File: config.mk
export PLATFORM = sky130hd
export DESIGN_NAME = joystick_servo_mixer
export DESIGN_NICKNAME = d
export VERILOG_FILES = /design/src/sv/jsm_pkg.sv /design/src/sv/jsm_cfg.sv /design/src/sv/jsm_mul.sv /design/src/sv/jsm_core.sv /design/src/sv/joystick_servo_mixer.sv
export SDC_FILE = /design/constraint.sdc
export NUM_CORES = 2
export LEC_CHECK = 0
export BUFFER_PORTS_ARGS = -buffer_cell sky130_fd_sc_hd__buf_4
export CAP_MARGIN = 5
export CORE_MARGIN = 10
export CORE_UTILIZATION = 57
export CTS_BUF_LIST = sky130_fd_sc_hd__clkbuf_2
export DETAILED_ROUTE_END_ITERATION = 10
export GPL_TIMING_DRIVEN = 0
export PLACE_DENSITY = 0.75
export SETUP_SLACK_MARGIN = 0.5
export SLEW_MARGIN = 10
export SYNTH_ARGS = -nofsm -noshare
export SYNTH_HDL_FRONTEND = slang
export SYNTH_SLANG_ARGS = --single-unit
File: constraint.sdc
create_clock -name clk_i -period 18.7 [get_ports clk_i]
set_clock_uncertainty 0.05 [all_clocks]
set_input_delay 0.935 -clock clk_i [delete_from_list [all_inputs] [get_ports clk_i]]
set_output_delay 0.935 -clock clk_i [all_outputs]
set_load 0.1 [all_outputs]
File: src/sv/jsm_pkg.sv
// Shared types and constants of the joystick servo mixer.
`default_nettype none

package jsm_pkg;

  localparam int unsigned CFG_AW = 3;
  localparam int unsigned CFG_DW = 15;
  localparam int unsigned IN_TDATA_W = 96;
  localparam int unsigned OUT_TDATA_W = 64;

  typedef enum logic [CFG_AW-1:0] {
    CFG_DZ_LEFT      = 3'd0,
    CFG_DZ_RIGHT     = 3'd1,
    CFG_WHEEL_CENTER = 3'd2,
    CFG_WHEEL_SPAN   = 3'd3,
    CFG_PAN_CENTER   = 3'd4,
    CFG_PAN_SPAN     = 3'd5,
    CFG_TILT_CENTER  = 3'd6,
    CFG_TILT_SPAN    = 3'd7
  } cfg_idx_e;

  typedef struct packed {
    logic [14:0] dz_left;
    logic [14:0] dz_right;
    logic [11:0] wheel_center;
    logic [9:0]  wheel_span;
    logic [11:0] pan_center;
    logic [9:0]  pan_span;
    logic [11:0] tilt_center;
    logic [9:0]  tilt_span;
  } cfg_t;

  typedef struct packed {
    logic        op;
    logic [15:0] left_x;
    logic [15:0] left_y;
    logic [15:0] left_trigger;
    logic [15:0] right_x;
    logic [15:0] right_y;
    logic [15:0] right_trigger;
  } sample_t;

  typedef struct packed {
    logic [12:0] front_wheel;
    logic [12:0] rear_wheel;
    logic [12:0] pan_pulse;
    logic [12:0] tilt_pulse;
    logic [9:0]  drive_power;
  } res_t;

  localparam logic [14:0] DZ_LEFT_RST  = 15'd5000;
  localparam logic [14:0] DZ_RIGHT_RST = 15'd10000;
  localparam logic [11:0] CENTER_RST   = 12'd1501;
  localparam logic [9:0]  SPAN_RST     = 10'd500;
  localparam logic [12:0] PULSE_RST    = 13'd1501;
  localparam logic [9:0]  POWER_RST    = 10'd0;

  localparam int unsigned MUL_AW = 45;
  localparam int unsigned MUL_BW = 20;
  localparam int unsigned MUL_PW = MUL_AW + MUL_BW;

  // cut numerator is 655340 - 7*(lt + 32767), boost numerator 65534 + rt + 32767
  localparam logic [19:0] CUT_BASE    = 20'd425971;
  localparam logic [19:0] CUT_STEP    = 20'd7;
  localparam logic [17:0] BOOST_BASE  = 18'd98301;
  localparam logic [19:0] POWER_SCALE = 20'd175;

  localparam logic [44:0] DIV_STEER = 45'd655340;
  localparam logic [44:0] DIV_P     = 45'd32767;
  localparam logic [44:0] DIV_PW    = 45'd42947051560;
  localparam logic [44:0] DIV_MAP   = 45'd32762;

  localparam int unsigned S_STEER = 35;
  localparam int unsigned S_P     = 23;
  localparam int unsigned S_PW    = 44;
  localparam int unsigned S_MAP   = 26;

  localparam logic [19:0] M_STEER = 20'((64'd1 << S_STEER) / 64'd655340);
  localparam logic [19:0] M_P     = 20'((64'd1 << S_P) / 64'd32767);
  localparam logic [19:0] M_PW    = 20'((64'd1 << S_PW) / 64'd42947051560);
  localparam logic [19:0] M_MAP   = 20'((64'd1 << S_MAP) / 64'd32762);

  localparam logic signed [13:0] PULSE_MAX = 14'sd4095;
  localparam logic signed [13:0] PULSE_MIN = -14'sd1024;
  localparam logic [8:0]         POWER_LIM = 9'd350;

endpackage

`default_nettype wire

File: src/sv/jsm_cfg.sv
// Configuration register bank of the joystick servo mixer.
`default_nettype none

module jsm_cfg (
  input  logic                        clk_i,
  input  logic                        rst_ni,
  input  logic                        we_i,
  input  logic [jsm_pkg::CFG_AW-1:0]  addr_i,
  input  logic [jsm_pkg::CFG_DW-1:0]  wdata_i,
  output jsm_pkg::cfg_t               cfg_o
);
  import jsm_pkg::*;

  cfg_t cfg_q;

  always_ff @(posedge clk_i or negedge rst_ni) begin
    if (!rst_ni) begin
      cfg_q.dz_left      <= DZ_LEFT_RST;
      cfg_q.dz_right     <= DZ_RIGHT_RST;
      cfg_q.wheel_center <= CENTER_RST;
      cfg_q.wheel_span   <= SPAN_RST;
      cfg_q.pan_center   <= CENTER_RST;
      cfg_q.pan_span     <= SPAN_RST;
      cfg_q.tilt_center  <= CENTER_RST;
      cfg_q.tilt_span    <= SPAN_RST;
    end else if (we_i) begin
      unique case (cfg_idx_e'(addr_i))
        CFG_DZ_LEFT:      cfg_q.dz_left      <= wdata_i;
        CFG_DZ_RIGHT:     cfg_q.dz_right     <= wdata_i;
        CFG_WHEEL_CENTER: cfg_q.wheel_center <= wdata_i[11:0];
        CFG_WHEEL_SPAN:   cfg_q.wheel_span   <= wdata_i[9:0];
        CFG_PAN_CENTER:   cfg_q.pan_center   <= wdata_i[11:0];
        CFG_PAN_SPAN:     cfg_q.pan_span     <= wdata_i[9:0];
        CFG_TILT_CENTER:  cfg_q.tilt_center  <= wdata_i[11:0];
        CFG_TILT_SPAN:    cfg_q.tilt_span    <= wdata_i[9:0];
        default: ;
      endcase
    end
  end

  assign cfg_o = cfg_q;

endmodule

`default_nettype wire

File: src/sv/jsm_mul.sv
// Shared registered multiplier of the joystick servo mixer.
`default_nettype none

module jsm_mul (
  input  logic                        clk_i,
  input  logic                        en_i,
  input  logic [jsm_pkg::MUL_AW-1:0]  a_i,
  input  logic [jsm_pkg::MUL_BW-1:0]  b_i,
  output logic [jsm_pkg::MUL_PW-1:0]  p_o
);
  import jsm_pkg::*;

  logic [MUL_PW-1:0] p_q;

  always_ff @(posedge clk_i) begin
    if (en_i) begin
      p_q <= MUL_PW'(a_i) * MUL_PW'(b_i);
    end
  end

  assign p_o = p_q;

endmodule

`default_nettype wire

File: src/sv/jsm_core.sv
// Sequencer and datapath of the mixer around the shared multiplier.
`default_nettype none

module jsm_core (
  input  logic              clk_i,
  input  logic              rst_ni,
  input  jsm_pkg::cfg_t     cfg_i,
  input  logic              in_valid_i,
  output logic              in_ready_o,
  input  jsm_pkg::sample_t  in_i,
  input  logic              out_free_i,
  output logic              res_valid_o,
  output jsm_pkg::res_t     res_o
);
  import jsm_pkg::*;

  typedef enum logic [2:0] {
    ST_IDLE,
    ST_MUL,
    ST_RECIP,
    ST_BACK,
    ST_FIX,
    ST_CMP,
    ST_OUT
  } state_e;

  typedef enum logic [2:0] {
    J_STEER,
    J_PWR_Y,
    J_PWR_B,
    J_PWR_C,
    J_WHEEL,
    J_PAN,
    J_TILT
  } job_e;

  typedef struct packed {
    logic        neg;
    logic [15:0] mag;
  } axis_t;

  function automatic axis_t dead_zone(logic [15:0] v, logic [14:0] dz);
    logic signed [16:0] vs;
    logic signed [16:0] ds;
    logic signed [16:0] r;
    axis_t              a;
    vs = $signed({v[15], v});
    ds = $signed({2'b00, dz});
    if (vs > ds) begin
      r = vs - ds;
    end else if (vs < -ds) begin
      r = vs + ds;
    end else begin
      r = '0;
    end
    a.neg = r[16];
    a.mag = 16'(r[16] ? -r : r);
    return a;
  endfunction

  function automatic logic [12:0] sat_pulse(logic signed [13:0] v);
    logic [12:0] s;
    if (v > PULSE_MAX) begin
      s = 13'(PULSE_MAX);
    end else if (v < PULSE_MIN) begin
      s = 13'(PULSE_MIN);
    end else begin
      s = 13'(v);
    end
    return s;
  endfunction

  state_e state_q, state_d;
  job_e   job_q, job_d;

  axis_t       lx_q, ly_q, rx_q, ry_q;
  logic [19:0] cut_q;
  logic [17:0] bst_q;
  logic [44:0] x_q;
  logic [19:0] q0_q;
  logic [15:0] steer_q;
  logic [7:0]  pmag_q;
  logic [8:0]  pw_q;
  logic [9:0]  tw_q, tp_q, tt_q;

  logic [12:0] front_q, rear_q, pan_q, tilt_q;
  logic [9:0]  power_q;

  logic              mul_en;
  logic [MUL_AW-1:0] mul_a;
  logic [MUL_BW-1:0] mul_b;
  logic [MUL_PW-1:0] mul_p;

  logic [44:0] div_d;
  logic [19:0] div_m;
  logic [19:0] q0;
  logic [44:0] fix_r;
  logic [19:0] fix_q;

  logic signed [13:0] wc14, pc14, tc14, tw14, tp14, tt14;
  logic signed [13:0] front_s, rear_s, pan_s, tilt_s;
  logic [9:0]  pw10;
  logic [12:0] front_n, rear_n, pan_n, tilt_n;
  logic [9:0]  power_n;
  logic        chg;
  logic        accept;

  jsm_mul u_mul (
    .clk_i (clk_i),
    .en_i  (mul_en),
    .a_i   (mul_a),
    .b_i   (mul_b),
    .p_o   (mul_p)
  );

  assign in_ready_o = (state_q == ST_IDLE);
  assign accept     = in_valid_i && in_ready_o;

  always_comb begin
    div_d = DIV_MAP;
    div_m = M_MAP;
    q0    = 20'(mul_p >> S_MAP);
    unique case (job_q)
      J_STEER: begin
        div_d = DIV_STEER;
        div_m = M_STEER;
        q0    = 20'(mul_p >> S_STEER);
      end
      J_PWR_Y, J_PWR_B: begin
        div_d = DIV_P;
        div_m = M_P;
        q0    = 20'(mul_p >> S_P);
      end
      J_PWR_C: begin
        div_d = DIV_PW;
        div_m = M_PW;
        q0    = 20'(mul_p >> S_PW);
      end
      J_WHEEL, J_PAN, J_TILT: begin
        div_d = DIV_MAP;
        div_m = M_MAP;
        q0    = 20'(mul_p >> S_MAP);
      end
      default: ;
    endcase
  end

  assign fix_r = x_q - mul_p[44:0];
  assign fix_q = q0_q + 20'(fix_r >= div_d);

  always_comb begin
    mul_en = 1'b0;
    mul_a  = '0;
    mul_b  = '0;
    unique case (state_q)
      ST_MUL: begin
        mul_en = 1'b1;
        unique case (job_q)
          J_STEER: begin
            mul_a = MUL_AW'(rx_q.mag);
            mul_b = cut_q;
          end
          J_PWR_Y: begin
            mul_a = MUL_AW'(ly_q.mag);
            mul_b = POWER_SCALE;
          end
          J_PWR_B: begin
            mul_a = MUL_AW'(pmag_q);
            mul_b = MUL_BW'(bst_q);
          end
          J_PWR_C: begin
            mul_a = mul_p[44:0];
            mul_b = cut_q;
          end
          J_WHEEL: begin
            mul_a = MUL_AW'(steer_q);
            mul_b = MUL_BW'(cfg_i.wheel_span);
          end
          J_PAN: begin
            mul_a = MUL_AW'(ry_q.mag);
            mul_b = MUL_BW'(cfg_i.pan_span);
          end
          J_TILT: begin
            mul_a = MUL_AW'(lx_q.mag);
            mul_b = MUL_BW'(cfg_i.tilt_span);
          end
          default: ;
        endcase
      end
      ST_RECIP: begin
        mul_en = 1'b1;
        mul_a  = mul_p[44:0];
        mul_b  = div_m;
      end
      ST_BACK: begin
        mul_en = 1'b1;
        mul_a  = div_d;
        mul_b  = q0;
      end
      default: ;
    endcase
  end

  always_comb begin
    wc14 = $signed({2'b00, cfg_i.wheel_center});
    pc14 = $signed({2'b00, cfg_i.pan_center});
    tc14 = $signed({2'b00, cfg_i.tilt_center});
    tw14 = $signed({4'b0000, tw_q});
    tp14 = $signed({4'b0000, tp_q});
    tt14 = $signed({4'b0000, tt_q});
    front_s = rx_q.neg ? wc14 - tw14 : wc14 + tw14;
    rear_s  = rx_q.neg ? wc14 + tw14 : wc14 - tw14;
    pan_s   = ry_q.neg ? pc14 - tp14 : pc14 + tp14;
    tilt_s  = lx_q.neg ? tc14 - tt14 : tc14 + tt14;
    front_n = sat_pulse(front_s);
    rear_n  = sat_pulse(rear_s);
    pan_n   = sat_pulse(pan_s);
    tilt_n  = sat_pulse(tilt_s);
    pw10    = (pw_q > POWER_LIM) ? {1'b0, POWER_LIM} : {1'b0, pw_q};
    power_n = ly_q.neg ? pw10 : 10'(-pw10);
    chg = (front_n != front_q) || (rear_n != rear_q) || (pan_n != pan_q) ||
          (tilt_n != tilt_q) || (power_n != power_q);
  end

  always_comb begin
    state_d = state_q;
    job_d   = job_q;
    unique case (state_q)
      ST_IDLE: begin
        if (in_valid_i) begin
          state_d = in_i.op ? ST_OUT : ST_MUL;
          job_d   = J_STEER;
        end
      end
      ST_MUL: begin
        if (job_q == J_PWR_B) begin
          job_d = J_PWR_C;
        end else begin
          state_d = ST_RECIP;
        end
      end
      ST_RECIP: state_d = ST_BACK;
      ST_BACK:  state_d = ST_FIX;
      ST_FIX: begin
        state_d = ST_MUL;
        unique case (job_q)
          J_STEER: job_d = J_PWR_Y;
          J_PWR_Y: job_d = J_PWR_B;
          J_PWR_B: job_d = J_PWR_C;
          J_PWR_C: job_d = J_WHEEL;
          J_WHEEL: job_d = J_PAN;
          J_PAN:   job_d = J_TILT;
          J_TILT:  state_d = ST_CMP;
          default: state_d = ST_IDLE;
        endcase
      end
      ST_CMP: state_d = chg ? ST_OUT : ST_IDLE;
      ST_OUT: begin
        if (out_free_i) begin
          state_d = ST_IDLE;
        end
      end
      default: state_d = ST_IDLE;
    endcase
  end

  always_ff @(posedge clk_i or negedge rst_ni) begin
    if (!rst_ni) begin
      state_q <= ST_IDLE;
      job_q   <= J_STEER;
      front_q <= PULSE_RST;
      rear_q  <= PULSE_RST;
      pan_q   <= PULSE_RST;
      tilt_q  <= PULSE_RST;
      power_q <= POWER_RST;
    end else begin
      state_q <= state_d;
      job_q   <= job_d;
      if (state_q == ST_CMP && chg) begin
        front_q <= front_n;
        rear_q  <= rear_n;
        pan_q   <= pan_n;
        tilt_q  <= tilt_n;
        power_q <= power_n;
      end
    end
  end

  always_ff @(posedge clk_i) begin
    if (accept && !in_i.op) begin
      lx_q  <= dead_zone(in_i.left_x, cfg_i.dz_left);
      ly_q  <= dead_zone(in_i.left_y, cfg_i.dz_left);
      rx_q  <= dead_zone(in_i.right_x, cfg_i.dz_right);
      ry_q  <= dead_zone(in_i.right_y, cfg_i.dz_right);
      cut_q <= CUT_BASE - ({{4{in_i.left_trigger[15]}}, in_i.left_trigger} * CUT_STEP);
      bst_q <= BOOST_BASE + {{2{in_i.right_trigger[15]}}, in_i.right_trigger};
    end
    if (state_q == ST_RECIP) begin
      x_q <= mul_p[44:0];
    end
    if (state_q == ST_BACK) begin
      q0_q <= q0;
    end
    if (state_q == ST_FIX) begin
      unique case (job_q)
        J_STEER: steer_q <= fix_q[15:0];
        J_PWR_Y: pmag_q  <= fix_q[7:0];
        J_PWR_C: pw_q    <= fix_q[8:0];
        J_WHEEL: tw_q    <= fix_q[9:0];
        J_PAN:   tp_q    <= fix_q[9:0];
        J_TILT:  tt_q    <= fix_q[9:0];
        default: ;
      endcase
    end
  end

  assign res_valid_o       = (state_q == ST_OUT) && out_free_i;
  assign res_o.front_wheel = front_q;
  assign res_o.rear_wheel  = rear_q;
  assign res_o.pan_pulse   = pan_q;
  assign res_o.tilt_pulse  = tilt_q;
  assign res_o.drive_power = power_q;

`ifndef SYNTH
  a_fix_range: assert property (@(posedge clk_i) disable iff (!rst_ni)
    (state_q == ST_FIX) |-> (fix_r < (div_d << 1)))
    else $error("reciprocal estimate off by more than one");

  a_resend: assert property (@(posedge clk_i) disable iff (!rst_ni)
    (state_q == ST_IDLE && in_valid_i && in_i.op) |=> (state_q == ST_OUT))
    else $error("resend word did not go straight to output");

  a_power_lim: assert property (@(posedge clk_i) disable iff (!rst_ni)
    (state_q == ST_CMP) |-> (pw_q <= POWER_LIM))
    else $error("power quotient beyond limit");

  a_boost_chain: assert property (@(posedge clk_i) disable iff (!rst_ni)
    (state_q == ST_MUL && job_q == J_PWR_B) |=> (state_q == ST_MUL && job_q == J_PWR_C))
    else $error("boost product not followed by cut product");
`endif

endmodule

`default_nettype wire

File: src/sv/joystick_servo_mixer.sv
// Top level of the joystick servo mixer: stream ports, output register, config.
// Sequence: a sample word (op 0) runs six constant divides, each a product,
// reciprocal, back-multiply and fix step, plus one extra product, a compare and,
// when the result changed, an output state; a resend word (op 1) goes straight to
// the output state. A new word is taken only when the previous one is done, and
// the output state waits while the output register is full.
// Reset: asynchronous, active low; config returns to defaults, last result to
// 1501/1501/1501/1501/0, output empty. No clearing pass.
`default_nettype none

module joystick_servo_mixer (
  input  logic                              clk_i,
  input  logic                              rst_ni,
  input  logic                              cfg_we_i,
  input  logic [jsm_pkg::CFG_AW-1:0]        cfg_addr_i,
  input  logic [jsm_pkg::CFG_DW-1:0]        cfg_wdata_i,
  input  logic                              s_axis_tvalid,
  output logic                              s_axis_tready,
  // left_x, left_y, left_trigger, right_x, right_y, right_trigger (16 bits each)
  input  logic [jsm_pkg::IN_TDATA_W-1:0]    s_axis_tdata,
  // op
  input  logic                              s_axis_tuser,
  output logic                              m_axis_tvalid,
  input  logic                              m_axis_tready,
  // front_wheel, rear_wheel, pan_pulse, tilt_pulse (13 bits each), drive_power (10), pad
  output logic [jsm_pkg::OUT_TDATA_W-1:0]   m_axis_tdata
);
  import jsm_pkg::*;

  cfg_t    cfg;
  sample_t smp;
  res_t    res;
  logic    res_valid;
  logic    out_free;

  logic                   m_valid_q;
  logic [OUT_TDATA_W-1:0] m_data_q;

  assign smp.op            = s_axis_tuser;
  assign smp.left_x        = s_axis_tdata[15:0];
  assign smp.left_y        = s_axis_tdata[31:16];
  assign smp.left_trigger  = s_axis_tdata[47:32];
  assign smp.right_x       = s_axis_tdata[63:48];
  assign smp.right_y       = s_axis_tdata[79:64];
  assign smp.right_trigger = s_axis_tdata[95:80];

  jsm_cfg u_cfg (
    .clk_i   (clk_i),
    .rst_ni  (rst_ni),
    .we_i    (cfg_we_i),
    .addr_i  (cfg_addr_i),
    .wdata_i (cfg_wdata_i),
    .cfg_o   (cfg)
  );

  jsm_core u_core (
    .clk_i       (clk_i),
    .rst_ni      (rst_ni),
    .cfg_i       (cfg),
    .in_valid_i  (s_axis_tvalid),
    .in_ready_o  (s_axis_tready),
    .in_i        (smp),
    .out_free_i  (out_free),
    .res_valid_o (res_valid),
    .res_o       (res)
  );

  assign out_free = !m_valid_q || m_axis_tready;

  always_ff @(posedge clk_i or negedge rst_ni) begin
    if (!rst_ni) begin
      m_valid_q <= 1'b0;
    end else if (res_valid) begin
      m_valid_q <= 1'b1;
    end else if (m_axis_tready) begin
      m_valid_q <= 1'b0;
    end
  end

  always_ff @(posedge clk_i) begin
    if (res_valid) begin
      m_data_q <= {2'b00, res.drive_power, res.tilt_pulse, res.pan_pulse,
                   res.rear_wheel, res.front_wheel};
    end
  end

  assign m_axis_tvalid = m_valid_q;
  assign m_axis_tdata  = m_data_q;

endmodule

`default_nettype wire

==> results.json <==
{
  "status": "completed",
  "cp.buffers_inverters": 9,
  "setup_violations": 0,
  "synth.area.mux_share": 0.03285,
  "avgRoutedWirePerCell_um": 24.89,
  "startpoint": "u_core.job_q[0]",
  "cts-root-buf": "clkbuf_2",
  "synth_compound_area_frac": 0.1408,
  "synth_flop_cell": "edfxtp_1",
  "pin_count": 186,
  "fin_hold_ws_ps": 117.5,
  "clkLatencyLatePin_ps": 1350,
  "fin_tns_setup_ps": 0,
  "n_fill_cell": 10285,
  "crit_required_ps": 19710,
  "synth_top_family_by_area": "adder cells",
  "first_global_vias": 57995,
  "drt_iter0_markers": 6343,
  "cap_viol_max_count": 0,
  "grt_first_pass_wirelength_mm": 355.2,
  "cts_buffers": 134,
  "synth-simple-area-share": 0.1478,
  "synthCells": 7492,
  "clock.fmax_mhz": 74.54,
  "seq_area_frac_synth": 0.2213,
  "end_kind": "flip-flop",
  "slew_headroom": 0.04337,
  "place_inst": 9239,
  "synth_edf_count": 355,
  "ys_seq_elements": 520,
  "drv_slew": 0,
  "syn_area_um2": 67310,
  "synth-adder-area-share": 0.3361,
  "grt_usage": 0.3559,
  "yosysWarnings": 0,
  "drive_gt1_frac": 0.09206,
  "crit_path_start_kind": "flip-flop",
  "ys_top_cells_by_area": "fa_1 (24%), edfxtp_1 (16%), ha_1 (9.9%), inv_1 (6.4%), nand2_1 (5.0%)",
  "die_h_um": 363.6,
  "grt_max_degree": 101,
  "holdCritStartpoint": "s_axis_tdata[47]",
  "antenna_found_initial": 15,
  "rows": 126,
  "ys_async_sr_fraction": 0.3173,
  "hold_viol_final": 0,
  "core_area_um2": 117600,
  "ys_top_cells_by_count": "inv_1 (1154), nand2_1 (902), fa_1 (797), nor2_1 (706), ha_1 (533)",
  "gp_congestion": 1.020,
  "min_period_over_period": 0.7174,
  "yosysTopAreaCell": "fa_1",
  "layout_min_cycle_time_ps": 13420,
  "port_buffers": 181,
  "firstDrtPassIters": 7,
  "clock_sinks": 520,
  "area_delta_synth_final_pct": 8.456,
  "cpPeakStageDelay_ps": 1210,
  "crit_slowest_cell": "o41ai_1",
  "yosys.area_share.xor_xnor": 0.03735,
  "syn_area_per_cell_um2": 8.984,
  "min_path_type": "in -> reg",
  "totalWireLength_mm": 237.5,
  "cts_setup_buffers": 0,
  "drc_errors": 0,
  "worstSetupPathType": "reg -> reg",
  "start_util": 0.5723,
  "cts_max_level": 4,
  "vias_per_cell": 6.168,
  "finalNetCount": 9337,
  "synth_top_area_frac": 0.2371,
  "synth.distinct_cells": 97,
  "detail-route-antenna-nets": 0,
  "post-dp-hpwl_mm": 191.8,
  "rsz0062_at_grt": "false",
  "path_common_cell": "fa_1",
  "cp.arrival_ps": 14430,
  "critPathMaxFanout": 20,
  "clk_pin_slew_ps": 110,
  "rr_startpoint": "u_core.job_q[0]",
  "die_x_um": 363.6,
  "yosysMostFrequentCell": "inv_1",
  "cts.path.max_buffers": 3,
  "stdcell_count": 9543,
  "dieArea_um2": 132200,
  "grt_overflow": 0,
  "cts_tree": "built",
  "cpLargestDelayFamily": "compound AO/OA/AOI/OAI gates",
  "worst_pin_slew_ps": 1430,
  "vias": 58862
}
-- worst register-to-register path, delay by kind of cell (launching register included) --
kind | cells | cell delay (ps)
AO/OA/AOI/OAI | 7 | 3930
buffers and inverters | 9 | 2840
AND/OR/NAND/NOR | 7 | 1850
XOR/XNOR | 1 | 140
flip-flops | 1 | 450
adder cells (fa/ha/maj) | 8 | 3890
-- worst paths after layout --
path / endpoint / slack [ps] / depth (start not counted)
max reg2reg: u_core.u_mul.p_o[62] / 5280 / 32
max in group asynchronous: u_cfg.cfg_o[7] / 17520 / 4
max: u_core.u_mul.p_o[62] / 5280 / 32
min reg2reg: m_axis_tdata[55] / 420 / 0
min in group asynchronous: u_core.tilt_q[9] / 160 / 3
min: u_core.cut_q[18] / 120 / 4
-- through the flow --
stage               setup WS [ps]  utilization  cell area [um2]
global route                 5096       0.6205            72980
global placement             4953       0.6002            70590
CTS                          5675       0.6202            72940
finish                       5284       0.6207            73000
detailed placement           5701       0.6053            71190
floorplan                    8812            -            67310
-- layout make-up --
type	count	area (um2)	share of cell area
multi-input combinational	5485	46990	0.6437
sequential	520	14890	0.2040
inverter	1156	4339	0.05944
timing repair buffer	258	2240	0.03068
tap	1536	1922	0.02633
buffer	332	1300	0.01781
clock buffer	200	1001	0.01371
clock inverter	44	285.3	0.003908
antenna	12	30.03	0.0004114
-- layer usage --
layer  wire, um  global-route usage  vias to the layer above  share of wire
li1           -                   -                    25880              -
met1      94850              0.4804                    28880           0.40
met2     100100              0.5260                     3436           0.42
met3      30740              0.1113                      648           0.13
met4      11670              0.1541                       18          0.049
met5        130                   0                        -        0.00055
-- cells by family (layout without fill, tap and decap cells) --
family                     Yosys count  after routing
AOI/OAI and AO/OA                 1438           1438
xor gates and xnor gates           287            287
adders and majority gates         1330           1330
buffers and inverters             1488           1990
DFF                                520            520
muxes                              184            184
other                                1             14
and+or+nand+nor                   2244           2244
-- placed cells by master, fill, tap and decap left out, types with 78 or more instances in the layout --
cell type	n
a21o_1	123
a21oi_1	379
buf_4	189
clkbuf_1	294
clkbuf_2	201
dfrtp_1	81
dfstp_2	84
edfxtp_1	355
fa_1	797
ha_1	533
inv_1	1154
mux2_2	78
nand2_1	902
nand3_1	85
nor2_1	703
nor3_1	95
o21ai_0	269
xnor2_1	192
xor2_1	89
-- repair_timing --
item | 4_1_cts | 5_1_grt
hold endpoints to repair | 216 | 0
setup endpoints to repair | 0 | 0
hold buffers | 46 | 0
gates resized for setup | 0 | 0
-- registers in the layout (all words and copies together) (netlist names), 16 cells and up --
| name | count |
|---|---|
| u_core.steer_q | 16 |
| u_core.q0_q | 16 |
| u_core.x_q | 45 |
| u_core.lx_q | 17 |
| u_core.cut_q | 20 |
| m_axis_tdata | 62 |
| u_core.rx_q | 17 |
| u_core.ly_q | 17 |
| u_core.u_mul.p_o | 64 |
| u_cfg.cfg_o | 96 |
| u_core.ry_q | 17 |
| u_core.bst_q | 17 |
Power is left out: the tool's default activity adds up to more than one toggle a clock period on the data nets, which glitch-free logic cannot reach.
